[src/i2p_pkg.sv]
// Shared types, constants and character classification for the infix-to-postfix converter.
`default_nettype none

package i2p_pkg;

  localparam int STACK_DEPTH = 32;
  localparam int CNT_W       = $clog2(STACK_DEPTH + 1);
  localparam int ADDR_W      = $clog2(STACK_DEPTH);
  localparam int QUEUE_DEPTH = 2;
  localparam int QPTR_W      = $clog2(QUEUE_DEPTH);
  localparam int QCNT_W      = $clog2(QUEUE_DEPTH + 1);

  localparam logic [7:0] CH_CARET  = 8'h5E;
  localparam logic [7:0] CH_STAR   = 8'h2A;
  localparam logic [7:0] CH_SLASH  = 8'h2F;
  localparam logic [7:0] CH_PLUS   = 8'h2B;
  localparam logic [7:0] CH_MINUS  = 8'h2D;
  localparam logic [7:0] CH_LPAREN = 8'h28;
  localparam logic [7:0] CH_RPAREN = 8'h29;
  localparam logic [7:0] CH_LO_A   = 8'h61;
  localparam logic [7:0] CH_LO_Z   = 8'h7A;
  localparam logic [7:0] CH_UP_A   = 8'h41;
  localparam logic [7:0] CH_UP_Z   = 8'h5A;

  typedef enum logic [1:0] {
    K_LETTER,
    K_LPAREN,
    K_RPAREN,
    K_OPER
  } kind_t;

  typedef struct packed {
    logic [7:0] ch;
    kind_t      kind;
    logic [1:0] prec;
    logic       last;
  } cmd_t;

  typedef enum logic {
    ST_RUN,
    ST_FLUSH
  } state_t;

  function automatic logic [1:0] prec_of(input logic [7:0] c);
    logic [1:0] p;
    p = 2'd0;
    if (c == CH_CARET) p = 2'd3;
    else if (c == CH_STAR || c == CH_SLASH) p = 2'd2;
    else if (c == CH_PLUS || c == CH_MINUS) p = 2'd1;
    return p;
  endfunction

  function automatic logic is_letter(input logic [7:0] c);
    return (c >= CH_LO_A && c <= CH_LO_Z) || (c >= CH_UP_A && c <= CH_UP_Z);
  endfunction

  function automatic cmd_t classify(input logic [7:0] c, input logic last);
    cmd_t r;
    r.ch   = c;
    r.last = last;
    r.prec = prec_of(c);
    if (is_letter(c)) r.kind = K_LETTER;
    else if (c == CH_LPAREN) r.kind = K_LPAREN;
    else if (c == CH_RPAREN) r.kind = K_RPAREN;
    else r.kind = K_OPER;
    return r;
  endfunction

endpackage

`default_nettype wire

[src/i2p_if.sv]
// Valid/ready channel interfaces for the converter's input characters and postfix results.
`default_nettype none

interface i2p_in_if;
  logic       valid;
  logic       ready;
  logic [7:0] in_char;
  logic       last_char;

  modport source (output valid, output in_char, output last_char, input ready);
  modport sink   (input valid, input in_char, input last_char, output ready);
endinterface

interface i2p_out_if;
  logic       valid;
  logic       ready;
  logic [7:0] out_char;
  logic       has_char;
  logic       end_of_expr;
  logic       overflow;

  modport source (output valid, output out_char, output has_char, output end_of_expr,
                  output overflow, input ready);
  modport sink   (input valid, input out_char, input has_char, input end_of_expr,
                  input overflow, output ready);
endinterface

`default_nettype wire

[src/i2p_front.sv]
// Front end: accepts input characters and registers them as classified commands.
`default_nettype none

module i2p_front import i2p_pkg::*; (
  input  wire logic clk,
  input  wire logic rst,
  i2p_in_if.sink    in_ch,
  output cmd_t      cmd,
  output logic      cmd_valid,
  input  wire logic cmd_ready
);

  logic hold_valid;
  cmd_t hold_cmd;

  assign in_ch.ready = !hold_valid || cmd_ready;
  assign cmd         = hold_cmd;
  assign cmd_valid   = hold_valid;

  always_ff @(posedge clk) begin
    if (rst) begin
      hold_valid <= 1'b0;
    end else if (in_ch.valid && in_ch.ready) begin
      hold_valid <= 1'b1;
    end else if (cmd_ready) begin
      hold_valid <= 1'b0;
    end
  end

  always_ff @(posedge clk) begin
    if (in_ch.valid && in_ch.ready) begin
      hold_cmd <= classify(in_ch.in_char, in_ch.last_char);
    end
  end

endmodule

`default_nettype wire

[src/i2p_queue.sv]
// Short command queue that decouples the front end from the stack engine.
`default_nettype none

module i2p_queue import i2p_pkg::*; (
  input  wire logic clk,
  input  wire logic rst,
  input  wire cmd_t wr_cmd,
  input  wire logic wr_valid,
  output logic      wr_ready,
  output cmd_t      rd_cmd,
  output logic      rd_valid,
  input  wire logic rd_ready
);

  cmd_t              slots [QUEUE_DEPTH];
  logic [QPTR_W-1:0] wr_ptr;
  logic [QPTR_W-1:0] rd_ptr;
  logic [QCNT_W-1:0] fill;
  logic              do_wr;
  logic              do_rd;

  assign wr_ready = fill != QCNT_W'(QUEUE_DEPTH);
  assign rd_valid = fill != '0;
  assign rd_cmd   = slots[rd_ptr];
  assign do_wr    = wr_valid && wr_ready;
  assign do_rd    = rd_valid && rd_ready;

  function automatic logic [QPTR_W-1:0] bump(input logic [QPTR_W-1:0] p);
    return (p == QPTR_W'(QUEUE_DEPTH - 1)) ? '0 : p + 1'b1;
  endfunction

  always_ff @(posedge clk) begin
    if (rst) begin
      wr_ptr <= '0;
      rd_ptr <= '0;
      fill   <= '0;
    end else begin
      if (do_wr) wr_ptr <= bump(wr_ptr);
      if (do_rd) rd_ptr <= bump(rd_ptr);
      if (do_wr && !do_rd) fill <= fill + 1'b1;
      else if (do_rd && !do_wr) fill <= fill - 1'b1;
    end
  end

  always_ff @(posedge clk) begin
    if (do_wr) begin
      slots[wr_ptr] <= wr_cmd;
    end
  end

endmodule

`default_nettype wire

[src/i2p_back.sv]
// Back end: operator stack engine that pops, pushes and flushes, with a registered result stage.
`default_nettype none

module i2p_back import i2p_pkg::*; (
  input  wire logic  clk,
  input  wire logic  rst,
  input  wire cmd_t  hd,
  input  wire logic  hd_valid,
  output logic       deq,
  i2p_out_if.source  out_ch
);

  logic [7:0]       stack_mem [STACK_DEPTH];
  logic [7:0]       top;
  logic [CNT_W-1:0] count;
  logic [CNT_W-1:0] count_next;
  logic [CNT_W-1:0] rd_ptr;
  logic             ovf;
  state_t           state;
  state_t           state_next;

  logic       out_valid;
  logic [7:0] o_char;
  logic       o_has;
  logic       o_end;
  logic       o_ovf;
  logic       out_free;

  logic       emit;
  logic [7:0] e_char;
  logic       e_has;
  logic       e_end;
  logic       pop;
  logic       push;
  logic       set_ovf;
  logic       clr;
  logic       want_push;
  logic       nonempty;

  assign out_free = !out_valid || out_ch.ready;
  assign nonempty = count != '0;

  always_comb begin
    state_next = state;
    unique case (state)
      ST_RUN:   if (deq && hd.last) state_next = ST_FLUSH;
      ST_FLUSH: if (clr) state_next = ST_RUN;
      default:  state_next = ST_RUN;
    endcase
  end

  always_comb begin
    emit      = 1'b0;
    e_char    = top;
    e_has     = 1'b1;
    e_end     = 1'b0;
    pop       = 1'b0;
    want_push = 1'b0;
    deq       = 1'b0;
    clr       = 1'b0;
    unique case (state)
      ST_RUN: begin
        if (hd_valid) begin
          unique case (hd.kind)
            K_LETTER: begin
              if (out_free) begin
                emit   = 1'b1;
                e_char = hd.ch;
                deq    = 1'b1;
              end
            end
            K_LPAREN: begin
              want_push = 1'b1;
              deq       = 1'b1;
            end
            K_RPAREN: begin
              if (nonempty && top != CH_LPAREN) begin
                if (out_free) begin
                  emit = 1'b1;
                  pop  = 1'b1;
                end
              end else begin
                // The matching opening parenthesis is discarded.
                pop = nonempty;
                deq = 1'b1;
              end
            end
            K_OPER: begin
              if (nonempty && prec_of(top) >= hd.prec) begin
                if (out_free) begin
                  emit = 1'b1;
                  pop  = 1'b1;
                end
              end else begin
                want_push = 1'b1;
                deq       = 1'b1;
              end
            end
            default: ;
          endcase
        end
      end
      ST_FLUSH: begin
        if (out_free) begin
          emit = 1'b1;
          if (!nonempty) begin
            // Nothing left to flush: a bare end marker is sent instead.
            e_char = '0;
            e_has  = 1'b0;
            e_end  = 1'b1;
            clr    = 1'b1;
          end else begin
            pop   = 1'b1;
            e_end = count == CNT_W'(1);
            clr   = count == CNT_W'(1);
          end
        end
      end
      default: ;
    endcase
  end

  assign push    = want_push && count != CNT_W'(STACK_DEPTH);
  assign set_ovf = want_push && count == CNT_W'(STACK_DEPTH);

  always_comb begin
    if (clr) count_next = '0;
    else if (push) count_next = count + 1'b1;
    else if (pop) count_next = count - 1'b1;
    else count_next = count;
  end

  assign rd_ptr = count_next - 1'b1;

  always_ff @(posedge clk) begin
    if (rst) begin
      state <= ST_RUN;
      count <= '0;
      ovf   <= 1'b0;
    end else begin
      state <= state_next;
      count <= count_next;
      if (clr) ovf <= 1'b0;
      else if (set_ovf) ovf <= 1'b1;
    end
  end

  // The top entry is kept in a register: a push writes it through, a pop
  // reads the entry below from the array.
  always_ff @(posedge clk) begin
    if (push) begin
      stack_mem[count[ADDR_W-1:0]] <= hd.ch;
    end
  end

  always_ff @(posedge clk) begin
    if (push) top <= hd.ch;
    else top <= stack_mem[rd_ptr[ADDR_W-1:0]];
  end

  always_ff @(posedge clk) begin
    if (rst) begin
      out_valid <= 1'b0;
    end else if (out_free) begin
      out_valid <= emit;
    end
  end

  always_ff @(posedge clk) begin
    if (out_free && emit) begin
      o_char <= e_char;
      o_has  <= e_has;
      o_end  <= e_end;
      o_ovf  <= ovf;
    end
  end

  assign out_ch.valid       = out_valid;
  assign out_ch.out_char    = o_char;
  assign out_ch.has_char    = o_has;
  assign out_ch.end_of_expr = o_end;
  assign out_ch.overflow    = o_ovf;

endmodule

`default_nettype wire

[src/infix_to_postfix_converter_unit.sv]
// Top level of the shunting-yard infix-to-postfix converter.
// A letter goes through the front-end register, a queue slot and the output register.
// The stack engine does one stack operation per cycle unless an emit waits on the output
// register; operators, closing parentheses and the final flush pop entries one at a time.
// The front end and a two-entry queue keep taking requests while the engine pops, until full.
// Synchronous reset empties the stack, queue and output register and clears overflow.
`default_nettype none

module infix_to_postfix_converter_unit import i2p_pkg::*; (
  input  wire logic clk,
  input  wire logic rst,
  i2p_in_if.sink    in_ch,
  i2p_out_if.source out_ch
);

  cmd_t f_cmd;
  logic f_valid;
  logic f_ready;
  cmd_t q_cmd;
  logic q_valid;
  logic q_deq;

  i2p_front u_front (
    .clk       (clk),
    .rst       (rst),
    .in_ch     (in_ch),
    .cmd       (f_cmd),
    .cmd_valid (f_valid),
    .cmd_ready (f_ready)
  );

  i2p_queue u_queue (
    .clk      (clk),
    .rst      (rst),
    .wr_cmd   (f_cmd),
    .wr_valid (f_valid),
    .wr_ready (f_ready),
    .rd_cmd   (q_cmd),
    .rd_valid (q_valid),
    .rd_ready (q_deq)
  );

  i2p_back u_back (
    .clk      (clk),
    .rst      (rst),
    .hd       (q_cmd),
    .hd_valid (q_valid),
    .deq      (q_deq),
    .out_ch   (out_ch)
  );

endmodule

`default_nettype wire

[src/flat_wrapper.sv]
// flat-port wrapper written by rule: the top's interface ports become plain ports
module infix_to_postfix_converter_unit_flat import i2p_pkg::*;
  (clk, rst, in_ch_valid, in_ch_in_char, in_ch_last_char, in_ch_ready, out_ch_valid, out_ch_out_char, out_ch_has_char, out_ch_end_of_expr, out_ch_overflow, out_ch_ready);
  i2p_in_if in_ch_i ();
  i2p_out_if out_ch_i ();
  input  wire logic clk;
  input  wire logic rst;
  input wire logic [$bits(in_ch_i.valid)-1:0] in_ch_valid;
  input wire logic [$bits(in_ch_i.in_char)-1:0] in_ch_in_char;
  input wire logic [$bits(in_ch_i.last_char)-1:0] in_ch_last_char;
  output wire logic [$bits(in_ch_i.ready)-1:0] in_ch_ready;
  output wire logic [$bits(out_ch_i.valid)-1:0] out_ch_valid;
  output wire logic [$bits(out_ch_i.out_char)-1:0] out_ch_out_char;
  output wire logic [$bits(out_ch_i.has_char)-1:0] out_ch_has_char;
  output wire logic [$bits(out_ch_i.end_of_expr)-1:0] out_ch_end_of_expr;
  output wire logic [$bits(out_ch_i.overflow)-1:0] out_ch_overflow;
  input wire logic [$bits(out_ch_i.ready)-1:0] out_ch_ready;
  assign in_ch_i.valid = in_ch_valid;
  assign in_ch_i.in_char = in_ch_in_char;
  assign in_ch_i.last_char = in_ch_last_char;
  assign in_ch_ready = in_ch_i.ready;
  assign out_ch_valid = out_ch_i.valid;
  assign out_ch_out_char = out_ch_i.out_char;
  assign out_ch_has_char = out_ch_i.has_char;
  assign out_ch_end_of_expr = out_ch_i.end_of_expr;
  assign out_ch_overflow = out_ch_i.overflow;
  assign out_ch_i.ready = out_ch_ready;
  infix_to_postfix_converter_unit u_core (.clk(clk), .rst(rst), .in_ch(in_ch_i), .out_ch(out_ch_i));
endmodule
[config.mk]
export PLATFORM = sky130hd
export DESIGN_NAME = infix_to_postfix_converter_unit_flat
export DESIGN_NICKNAME = d
export VERILOG_FILES = /design/src/i2p_pkg.sv /design/src/i2p_if.sv /design/src/i2p_front.sv /design/src/i2p_queue.sv /design/src/i2p_back.sv /design/src/infix_to_postfix_converter_unit.sv /design/src/flat_wrapper.sv
export SDC_FILE = /design/constraint.sdc
export NUM_CORES = 1
export LEC_CHECK = 0
export BUFFER_PORTS_ARGS = -buffer_cell sky130_fd_sc_hd__buf_2
export CORE_MARGIN = 4
export CORE_UTILIZATION = 30
export DETAILED_ROUTE_END_ITERATION = 12
export GPL_ROUTABILITY_DRIVEN = 1
export PLACE_DENSITY_LB_ADDON = 0.08
export REMOVE_ABC_BUFFERS = 1
export SYNTH_ARGS = -nofsm -noshare
export SYNTH_HDL_FRONTEND = slang
export SYNTH_SLANG_ARGS = --single-unit
[constraint.sdc]
create_clock -name clk -period 13.6 [get_ports clk]
set_clock_uncertainty 0.15 [all_clocks]
set_input_delay 2.72 -clock clk [delete_from_list [all_inputs] [get_ports clk]]
set_output_delay 2.72 -clock clk [all_outputs]
set_load 0.005 [all_outputs]
Yosys cells after proc, flatten, opt, wreduce, memory -nomap -nowiden

Memory sizes are Yosys's and may differ from the RTL's. A register that Yosys moved wholly into a read port is not among the register bits.
Cells that the tools add are included.

$add $sub $neg: 7
$lt $le $gt $ge: 5
Equal/unequal tests: 20
Muxes and demuxes: 57
Bitwise gates (word level): 1
Reductions and logical operators: 33

Operators by type and width:

| kind                  | count |
|---|---|
| $eq A8 B6 Y1 const B  | 10 |
| $mux W8               | 5 |
| $mux W1               | 34 |
| $mux W6               | 3 |
| $eq A8 B7 Y1 const B  | 2 |
| $ge A8 B7 Y1 const B  | 2 |
| $le A8 B7 Y1 const B  | 2 |
| $pmux W8 S2           | 1 |
| $mux W2               | 7 |
| $logic_and A1 B1 Y1   | 13 |
| $pmux W1 S2           | 5 |
| $ne A8 B6 Y1 const B  | 1 |
| $logic_or A1 B1 Y1    | 7 |
| $add A6 B1 Y6 const B | 1 |
| $eq A6 B1 Y1 const B  | 1 |
| $eq A6 B6 Y1 const B  | 1 |
| $ne A6 B6 Y1 const B  | 1 |
| $reduce_bool A2 Y1    | 3 |
| $reduce_bool A6 Y1    | 1 |
| $reduce_or A2 Y1      | 3 |
| $sub A6 B1 Y6 const B | 1 |
| $sub A5 B1 Y5 const B | 1 |
| $eq A2 B2 Y1 const B  | 2 |
| $logic_not A1 Y1      | 4 |
| 11 further kinds      | 12 |

Flip-flop bits (word level): 38
Bits in writable memories: 282
Input bits: 13
Word-level logic and storage cells: 143
Memories: 2

Memory list:

| name                    | words | width | read ports | clocked after Yosys merged registers in | write ports | line            | RTL |
|---|---|---|---|---|---|---|---|
| u_core.u_back.stack_mem | 32    | 8     | 1          | 1                                       | 1           | i2p_back.sv:13  | `logic [7:0] stack_mem [STACK_DEPTH];` |
| u_core.u_queue.slots    | 2     | 13    | 1          | 1                                       | 1           | i2p_queue.sv:15 | `cmd_t slots [QUEUE_DEPTH];` |

Logic depth before layout (Yosys ltp)

Gate-level depths: netlist of run 1.

Word-level depth: 18
Gate-level depth with buffers: 27
Depth with buffers taken out: 23

Cells and area by module

Synthesis of run 1 repeated with hierarchy kept, for this count alone.

Cells, all modules: 792
Area, all modules: 13281.5 um2

Modules (own cells, without submodules):

| module    | instances | cells an instance | area each (um2) |
|---|---|---|---|
| i2p_back  | 1         | 687               | 11539.8 |
| i2p_queue | 1         | 64                | 1162.4 |
| i2p_front | 1         | 41                | 579.3 |

Worst setup path before layout of run 1

Ideal clock, no wire load.

Path kind: reg2reg
Start: register (tool-made name)
End: memory u_core.u_back.stack_mem[31][0], enable pin
Setup time: 0.370 ns
Arrival: 4.146 ns
Data required time: 13.080 ns
Slack: 8.934 ns
Cell stages (with the launch flop): 21
Path buffers: 2
Cell sequence: dfxtp_1 > buf_6 > buf_12 > mux4_2 > o21ai_0 > nand2_1 > a31oi_2 > nand2_1 > nor4_1 > nand2b_1 > o21ai_0 > nand2_1 > ha_1 > nand2b_1 > a21oi_1 > nor2_1 > nand2_1 > nand2_1 > nor2_1 > nand2_1 > nor2_1

RTL lines:

| item             | line |
|---|---|
| end: declaration | i2p_back.sv:13 |

==> flow_summary.html, run 1 <==
<table>
<tr><th>Metric</th><th>Value</th></tr>
<tr><th colspan="2">Outcome</th></tr>
<tr><td>Status</td><td>completed</td></tr>
<tr><th colspan="2">Power</th></tr>
<tr><td>Peak supply drop</td><td>116.3 uV</td></tr>
<tr><td>Static power due to leakage</td><td>5.144 nW</td></tr>
<tr><td>Cell Pwr Density</td><td>224.4 nW/um2</td></tr>
<tr><th colspan="2">Critical path</th></tr>
<tr><td>Largest fanout on the critical path</td><td>62</td></tr>
<tr><td>Setup Crit Path Kind</td><td>reg -&gt; reg</td></tr>
<tr><td>Cell breakdown of the critical path</td><td>buf_4 -&gt; mux4_2 -&gt; o221ai_1 -&gt; o31ai_1 -&gt; a31oi_2 -&gt; nand2_1 -&gt; nor4_1 -&gt; nand2b_1 -&gt; o21ai_0 -&gt; nand2_1 -&gt; ha_1 -&gt; nand2b_1 -&gt; a21oi_1 -&gt; nor2_1 -&gt; nand2_1 -&gt; nand2_1 -&gt; nor2_1 -&gt; nand2_1 -&gt; nor2_1</td></tr>
<tr><td>WP data required</td><td>13600 ps</td></tr>
<tr><td>Max stage delay on crit path</td><td>910 ps</td></tr>
<tr><td>Setup crit start kind</td><td>register</td></tr>
<tr><td>Slowest-stage cell, CP</td><td>buf_4</td></tr>
<tr><td>Cell occurring most often along the worst timing path</td><td>nand2_1</td></tr>
<tr><td>Element type at the critical path end</td><td>register</td></tr>
<tr><td>Arrival time at the worst endpoint</td><td>7230 ps</td></tr>
<tr><th colspan="2">Global route</th></tr>
<tr><td>Via count of the first global-routing pass</td><td>7521</td></tr>
<tr><td>Antenna violations before repair</td><td>0</td></tr>
<tr><td>Overall global routing resource usage</td><td>14.68%</td></tr>
<tr><td>Total congestion overflow after global routing</td><td>0</td></tr>
<tr><td>Maximum number of pins on one net before global-route repair</td><td>63</td></tr>
<tr><td>First-pass GRT wire length</td><td>51.00 mm</td></tr>
<tr><th colspan="2">Placed design</th></tr>
<tr><td>Final weighted congestion in routability-driven placement</td><td>0.7864</td></tr>
<tr><td>Post-DP HPWL</td><td>22.24 mm</td></tr>
<tr><td>I/O Buffers</td><td>25</td></tr>
<tr><td>Placed Area</td><td>14050 um2</td></tr>
<tr><th colspan="2">Die</th></tr>
<tr><td>Die H</td><td>219.5 um</td></tr>
<tr><td>Number of placement rows</td><td>77</td></tr>
<tr><td>Die boundary width</td><td>219.5 um</td></tr>
<tr><td>Floorplan Core Area</td><td>44220 um2</td></tr>
<tr><td>Ports</td><td>26</td></tr>
<tr><td>DIE AREA</td><td>48160 um2</td></tr>
<tr><td>Initial standard-cell utilization of the core</td><td>30.34%</td></tr>
<tr><th colspan="2">Yosys</th></tr>
<tr><td>Number of register bits inferred by synthesis</td><td>326</td></tr>
<tr><td>Post-Syn Area</td><td>13420 um2</td></tr>
<tr><td>Portion of the post-synthesis area used by sequential elements</td><td>71.48%</td></tr>
<tr><td>Top post-synthesis cells by area</td><td>edfxtp_1 (68%), mux2i_1 (6.9%), mux4_2 (3.4%)</td></tr>
<tr><td>Number of flops mapped to enable cells by yosys</td><td>306</td></tr>
<tr><td>Fraction of registers with async set or reset after synthesis</td><td>0%</td></tr>
<tr><td>Share of the synthesized area in the top cell type</td><td>68.49%</td></tr>
<tr><td>Average size of a mapped cell</td><td>16.54 um2</td></tr>
<tr><td>Cell taking the most area after synthesis</td><td>edfxtp_1</td></tr>
<tr><td>Cell count after synthesis</td><td>811</td></tr>
<tr><td>Most used flip-flop cell after synthesis</td><td>edfxtp_1</td></tr>
<tr><td>Post-synthesis cell type count</td><td>65</td></tr>
<tr><td>Yosys warnings</td><td>0</td></tr>
<tr><th colspan="2">STA</th></tr>
<tr><td>Achievable frequency</td><td>138.4 MHz</td></tr>
<tr><td>Worst slew margin relative to its limit</td><td>20.97%</td></tr>
<tr><td>Final-report setup violation count</td><td>0</td></tr>
<tr><td>RSZ-0062 raised after global routing</td><td>no</td></tr>
<tr><td>Setup tns final</td><td>0 ps</td></tr>
<tr><td>Slew @ Worst Pin</td><td>1181 ps</td></tr>
<tr><td>Final critical-path share of the clock period</td><td>53.12%</td></tr>
<tr><td>Final count of hold timing violations</td><td>0</td></tr>
<tr><td>Number of max-slew violations in the final report</td><td>0</td></tr>
<tr><td>Shortest clock period the worst path allows after layout</td><td>7225 ps</td></tr>
<tr><th colspan="2">Cells and area</th></tr>
<tr><td>Layout cells sized above 1</td><td>16.09%</td></tr>
<tr><td>Most common cell after layout, fill and taps aside</td><td>edfxtp_1</td></tr>
<tr><td>Commonest non-fill, non-tap cells in the layout</td><td>edfxtp_1 (306), mux2i_1 (92), nor2_1 (70), nand2_1 (39), clkbuf_16 (37)</td></tr>
<tr><td># nets final</td><td>865</td></tr>
<tr><td>Area of all placed cells without fillers</td><td>15170 um2</td></tr>
<tr><td>N_diodes</td><td>0</td></tr>
<tr><td>Area added between synthesis and finish</td><td>13.07%</td></tr>
<tr><th colspan="2">Clock tree</th></tr>
<tr><td>Number of buffers between clock root and the deepest sink</td><td>3</td></tr>
<tr><td>Clock root buffer master</td><td>clkbuf_16</td></tr>
<tr><td>CTS HTree Levels</td><td>2</td></tr>
<tr><td>Skew-Pair Late Insertion Delay</td><td>520 ps</td></tr>
<tr><td>Clock sinks</td><td>326</td></tr>
<tr><td>Count of hold-fix buffers inserted at cts</td><td>0</td></tr>
<tr><td>Total CTS buffers</td><td>36</td></tr>
<tr><td>Number of buffers added for setup after CTS</td><td>0</td></tr>
<tr><td>CTS tree</td><td>built</td></tr>
<tr><td>Post-cts resize count</td><td>0</td></tr>
<tr><td>Clock transition at the register clock pins on the worst setup and hold paths after CTS</td><td>60 ps</td></tr>
<tr><th colspan="2">Routing</th></tr>
<tr><td>1st-pass router iterations</td><td>6</td></tr>
<tr><td>Vias per cell</td><td>4.880</td></tr>
<tr><td>Routed via count</td><td>7135</td></tr>
<tr><td>Number of nets still failing antenna checks after routing</td><td>0</td></tr>
<tr><td>Initial detailed-routing violation count</td><td>609</td></tr>
<tr><td>Number of remaining DRC errors</td><td>0</td></tr>
<tr><td>Detailed-route wire length</td><td>35.02 mm</td></tr>
<tr><td>Post-DR wirelength/cell</td><td>23.95 um</td></tr>
<tr><th colspan="2">Hold path</th></tr>
<tr><td>Worst Hold Class</td><td>reg -&gt; reg</td></tr>
<tr><td>Startpoint of the worst hold path</td><td>u_core.u_back.ovf$_SDFFE_PP0P_</td></tr>
<tr><th colspan="2">Run</th></tr>
<tr><td>Max-Cap Viols</td><td>0</td></tr>
</table>
## layer usage
metal | wire, um | GRT usage (%)
met1 | 15020 | 19.08
met2 | 17040 | 24.76
met3 | 1824 | 2.785
met5 | 0 | 0
met4 | 1136 | 4.972
## stage by stage
| step | utilization [%] | total power, mW | hold slack [ps] | setup slack, ps | instances |
|---|---|---|---|---|---|
| 2_1_floorplan | - | 2.117 | 259.0 | 5823 | 775 |
| 3_5_place_dp | 31.78 | 2.512 | 273.6 | 6385 | 1398 |
| 3_3_place_gp | 31.78 | 2.508 | 276.5 | 6476 | 1398 |
| 4_1_cts | 34.30 | 3.445 | 297.0 | 6388 | 1462 |
| 6_report | 34.30 | 3.404 | 294.5 | 6375 | 1462 |
| 5_1_grt | 34.30 | 3.595 | 308.2 | 5814 | 1462 |
## cells in the mapped netlist (9+ instances only)
master	number
o22ai_1	15
o21ai_0	11
mux2i_1	92
dfxtp_1	20
a21oi_1	19
buf_4	9
edfxtp_1	306
nor2_1	70
a22oi_1	36
mux4_2	20
inv_1	10
clkbuf_1	10
nand2_1	39
mux2_2	15
nand3_1	14
## cells by family after synthesis
group / count (synthesis) / share of synthesized area (%)
compound gates: 112 / 6.193
xor+xnor: 10 / 0.7088
fa+ha+maj: 8 / 0.7462
buf+inv: 47 / 2.397
flops: 326 / 71.48
mux: 131 / 12.18
simple gates: 177 / 6.296
## layout make-up
| type | count | area (um2) |
|---|---|---|
| timing repair buffer | 31 | 170.2 |
| clock inverter | 18 | 125.1 |
| multi-input combinational | 438 | 3507 |
| fill | 4227 | 29050 |
| clock buffer | 46 | 989.7 |
| inverter | 11 | 41.29 |
| tap | 592 | 740.7 |
| sequential | 326 | 9594 |
## power by group
| part | switching (mW) | total [mW] | internal (mW) | leakage (nW) |
|---|---|---|---|---|
| logic | 0.726 | 1.13 | 0.401 | 1.66 |
| clock network | 0.383 | 0.918 | 0.535 | 0.549 |
| registers | 0.101 | 1.36 | 1.26 | 2.93 |
## critical path: cells and delay by family (launching register included)
family          cells  cell delay, ps
simple gates       11            2950
fa+ha+maj           1             310
buf+inv             1             910
compound gates      5            1060
flops               1             830
mux                 1             610
## registers in the layout (all words and copies together), names as in the netlist, named ones only
name and count:
u_core.u_queue.wr_ptr 1, u_core.u_queue.slots 26, u_core.u_back.out_ch.end_of_expr 1, u_core.u_back.out_ch.overflow 1
u_core.u_back.count 6, u_core.u_front.cmd_valid 1, u_core.u_back.out_ch.valid 1, u_core.u_front.cmd 13
u_core.u_back.state 1, u_core.u_queue.rd_ptr 1, u_core.u_back.stack_mem 256, u_core.u_queue.fill 2
u_core.u_back.out_ch.out_char 8, u_core.u_back.ovf 1, u_core.u_back.out_ch.has_char 1
## path summary, 6_finish.rpt
| kind | cells past startpoint | to | slack (ps) |
|---|---|---|---|
| worst max register to register | 19 | u_core.u_back.stack_mem[2][3]$_DFFE_PP_ | 6380 |
| worst max-delay path | 19 | u_core.u_back.stack_mem[2][3]$_DFFE_PP_ | 6380 |
| worst min-delay path | 0 | u_core.u_back.out_ch.overflow$_DFFE_PP_ | 290 |
| worst min register to register | 0 | u_core.u_back.out_ch.overflow$_DFFE_PP_ | 290 |
Power figures use the tool's default switching activity.
==> run 2, diff against run 1 <==
clock period = 6.2 ns   (was 13.6 ns; I/O delays follow)
==> flow_summary.html, run 2 (synthesized netlist as in run 1, its figures left out) <==
<table>
<tr><th>Metric</th><th>Value</th></tr>
<tr><th colspan="2">Outcome</th></tr>
<tr><td>Status</td><td>completed</td></tr>
<tr><th colspan="2">STA</th></tr>
<tr><td>Final-report setup violation count</td><td>0</td></tr>
<tr><td>Final count of hold timing violations</td><td>0</td></tr>
<tr><td>Achievable frequency</td><td>175.6 MHz</td></tr>
<tr><td>Final critical-path share of the clock period</td><td>91.87%</td></tr>
<tr><td>Worst slew margin relative to its limit</td><td>21.28%</td></tr>
<tr><td>RSZ-0062 raised after global routing</td><td>no</td></tr>
<tr><td>Slew @ Worst Pin</td><td>1176 ps</td></tr>
<tr><td>Shortest clock period the worst path allows after layout</td><td>5696 ps</td></tr>
<tr><td>Number of max-slew violations in the final report</td><td>0</td></tr>
<tr><td>Worst slack on hold paths</td><td>292.0 ps</td></tr>
<tr><th colspan="2">Routing</th></tr>
<tr><td>Detailed-route wire length</td><td>35.24 mm</td></tr>
<tr><td>Post-DR wirelength/cell</td><td>23.34 um</td></tr>
<tr><td>1st-pass router iterations</td><td>5</td></tr>
<tr><td>Initial detailed-routing violation count</td><td>548</td></tr>
<tr><td>Number of remaining DRC errors</td><td>0</td></tr>
<tr><td>Number of nets still failing antenna checks after routing</td><td>0</td></tr>
<tr><td>Vias per cell</td><td>4.843</td></tr>
<tr><td>Routed via count</td><td>7313</td></tr>
<tr><th colspan="2">Die</th></tr>
<tr><td>Floorplan Core Area</td><td>44220 um2</td></tr>
<tr><td>Number of placement rows</td><td>77</td></tr>
<tr><td>Die H</td><td>219.5 um</td></tr>
<tr><td>Initial standard-cell utilization of the core</td><td>30.34%</td></tr>
<tr><td>Ports</td><td>26</td></tr>
<tr><td>DIE AREA</td><td>48160 um2</td></tr>
<tr><td>Die boundary width</td><td>219.5 um</td></tr>
<tr><th colspan="2">Placed design</th></tr>
<tr><td>Post-DP HPWL</td><td>23.51 mm</td></tr>
<tr><td>I/O Buffers</td><td>25</td></tr>
<tr><td>Final weighted congestion in routability-driven placement</td><td>0.7991</td></tr>
<tr><th colspan="2">Critical path</th></tr>
<tr><td>Setup crit start kind</td><td>register</td></tr>
<tr><td>Setup Crit Path Kind</td><td>reg -&gt; reg</td></tr>
<tr><td>Largest fanout on the critical path</td><td>40</td></tr>
<tr><td>Arrival time at the worst endpoint</td><td>5800 ps</td></tr>
<tr><td>Element type at the critical path end</td><td>register</td></tr>
<tr><td>WP data required</td><td>6300 ps</td></tr>
<tr><th colspan="2">Power</th></tr>
<tr><td>Sequential group share of total power</td><td>39.2%</td></tr>
<tr><td>Cell Pwr Density</td><td>488.8 nW/um2</td></tr>
<tr><td>Internal cell power</td><td>4.951 mW</td></tr>
<tr><td>Proportion of power drawn by the clock network</td><td>27.7%</td></tr>
<tr><td>Combinational share of power</td><td>33.1%</td></tr>
<tr><td>Static power due to leakage</td><td>5.407 nW</td></tr>
<tr><td>Switching share of power</td><td>34.95%</td></tr>
<tr><td>Switching power total</td><td>2.661 mW</td></tr>
<tr><td>Peak supply drop</td><td>334.1 uV</td></tr>
<tr><th colspan="2">Cells and area</th></tr>
<tr><td>Most common cell after layout, fill and taps aside</td><td>edfxtp_1</td></tr>
<tr><td>Flip-flop count of the largest register, all copies and words added</td><td>256</td></tr>
<tr><td>Final Core Density</td><td>35.21%</td></tr>
<tr><td>Commonest non-fill, non-tap cells in the layout</td><td>edfxtp_1 (306), mux2i_1 (92), nor2_1 (70), buf_4 (52)</td></tr>
<tr><td>Layout cells sized above 1</td><td>19.83%</td></tr>
<tr><td>Area added between synthesis and finish</td><td>16.07%</td></tr>
<tr><td>N_diodes</td><td>0</td></tr>
<tr><td># nets final</td><td>914</td></tr>
<tr><th colspan="2">Clock tree</th></tr>
<tr><td>Clock transition at the register clock pins on the worst setup and hold paths after CTS</td><td>60 ps</td></tr>
<tr><td>CTS HTree Levels</td><td>2</td></tr>
<tr><td>Number of buffers added for setup after CTS</td><td>0</td></tr>
<tr><td>Post-cts resize count</td><td>0</td></tr>
<tr><td>Number of buffers between clock root and the deepest sink</td><td>3</td></tr>
<tr><td>Count of hold-fix buffers inserted at cts</td><td>0</td></tr>
<tr><td>Total CTS buffers</td><td>38</td></tr>
<tr><td>Clock sinks</td><td>326</td></tr>
<tr><td>Clock root buffer master</td><td>clkbuf_16</td></tr>
<tr><td>CTS tree</td><td>built</td></tr>
<tr><td>Skew-Pair Late Insertion Delay</td><td>540 ps</td></tr>
<tr><th colspan="2">Global route</th></tr>
<tr><td>Total congestion overflow after global routing</td><td>0</td></tr>
<tr><td>Antenna violations before repair</td><td>0</td></tr>
<tr><td>Maximum number of pins on one net before global-route repair</td><td>41</td></tr>
<tr><td>First-pass GRT wire length</td><td>51.72 mm</td></tr>
<tr><td>Overall global routing resource usage</td><td>14.80%</td></tr>
<tr><td>Via count of the first global-routing pass</td><td>7623</td></tr>
<tr><th colspan="2">Run</th></tr>
<tr><td>Max-Cap Viols</td><td>0</td></tr>
<tr><th colspan="2">Hold path</th></tr>
<tr><td>Worst Hold Class</td><td>reg -&gt; reg</td></tr>
</table>
-- run 2: worst paths after layout --
check                                 startpoint                                  endpoint  slack (ps)  cells after the start
min reg2reg  u_core.u_front.cmd[4]$_SDFFCE_PP0P_      u_core.u_queue.slots[1][4]$_DFFE_PP_         290                      0
min          u_core.u_front.cmd[4]$_SDFFCE_PP0P_      u_core.u_queue.slots[1][4]$_DFFE_PP_         290                      0
max                                     register  u_core.u_back.stack_mem[26][3]$_DFFE_PP_         500                     22
max reg2reg                             register  u_core.u_back.stack_mem[26][3]$_DFFE_PP_         500                     22
-- run 2: routing by layer --
layer / track usage, % / vias to the layer above / part of all wire (%)
met5: 0 / - / 0
met4: 3.981 / 0 / 2.0
li1: - / 3351 / -
met1: 20.93 / 3717 / 47
met2: 23.32 / 194 / 46
met3: 3.034 / 51 / 5.1
-- run 2: power by group through the flow --
| stage | Combinational, mW | Sequential (mW) | Clock (mW) |
|---|---|---|---|
| 2_1_floorplan | 1.58 | 3.06 | 0 |
| 3_3_place_gp | 2.52 | 3.03 | 0 |
| 3_5_place_dp | 2.53 | 3.03 | 0 |
| 4_1_cts | 2.55 | 2.99 | 2.18 |
| 5_1_grt | 2.73 | 3.01 | 2.27 |
| 6_report | 2.52 | 2.98 | 2.11 |
-- run 2: through the flow --
stage	area [um2]	TNS (ps)	instances	worst slack [ps]	total power, mW
floorplan	13140	-427730	775	-1577	4.644
global placement	14420	0	1445	358.2	5.547
detailed placement	14420	0	1445	613.4	5.569
CTS	15570	0	1510	581.4	7.722
global route	15570	0	1510	208.0	8.014
finish	15570	0	1510	503.8	7.612
-- run 2: critical path: stages (launching register included) --
cell and delay (ps):
dfxtp_4 790, buf_12 280, buf_4 220, mux2i_1 270, a22oi_1 140, nand2_1 160
o21ai_0 140, nor2_1 340, and4b_2 390, nand2_1 70, o21ai_0 210, nand2_1 100
ha_1 310, nand2b_1 140, a21oi_1 190, nor2_1 60, nand2_1 100, nand2_1 80
nor2_1 120, buf_4 170, nand2_1 170, nor2_1 470, buf_4 240
-- run 2: layout make-up --
type / instances / area [um2]
sequential: 326 / 9594
inverter: 11 / 41.29
clock buffer: 50 / 1027
clock inverter: 15 / 125.1
tap: 592 / 740.7
multi-input combinational: 438 / 3507
timing repair buffer: 78 / 535.5
fill: 4207 / 28650
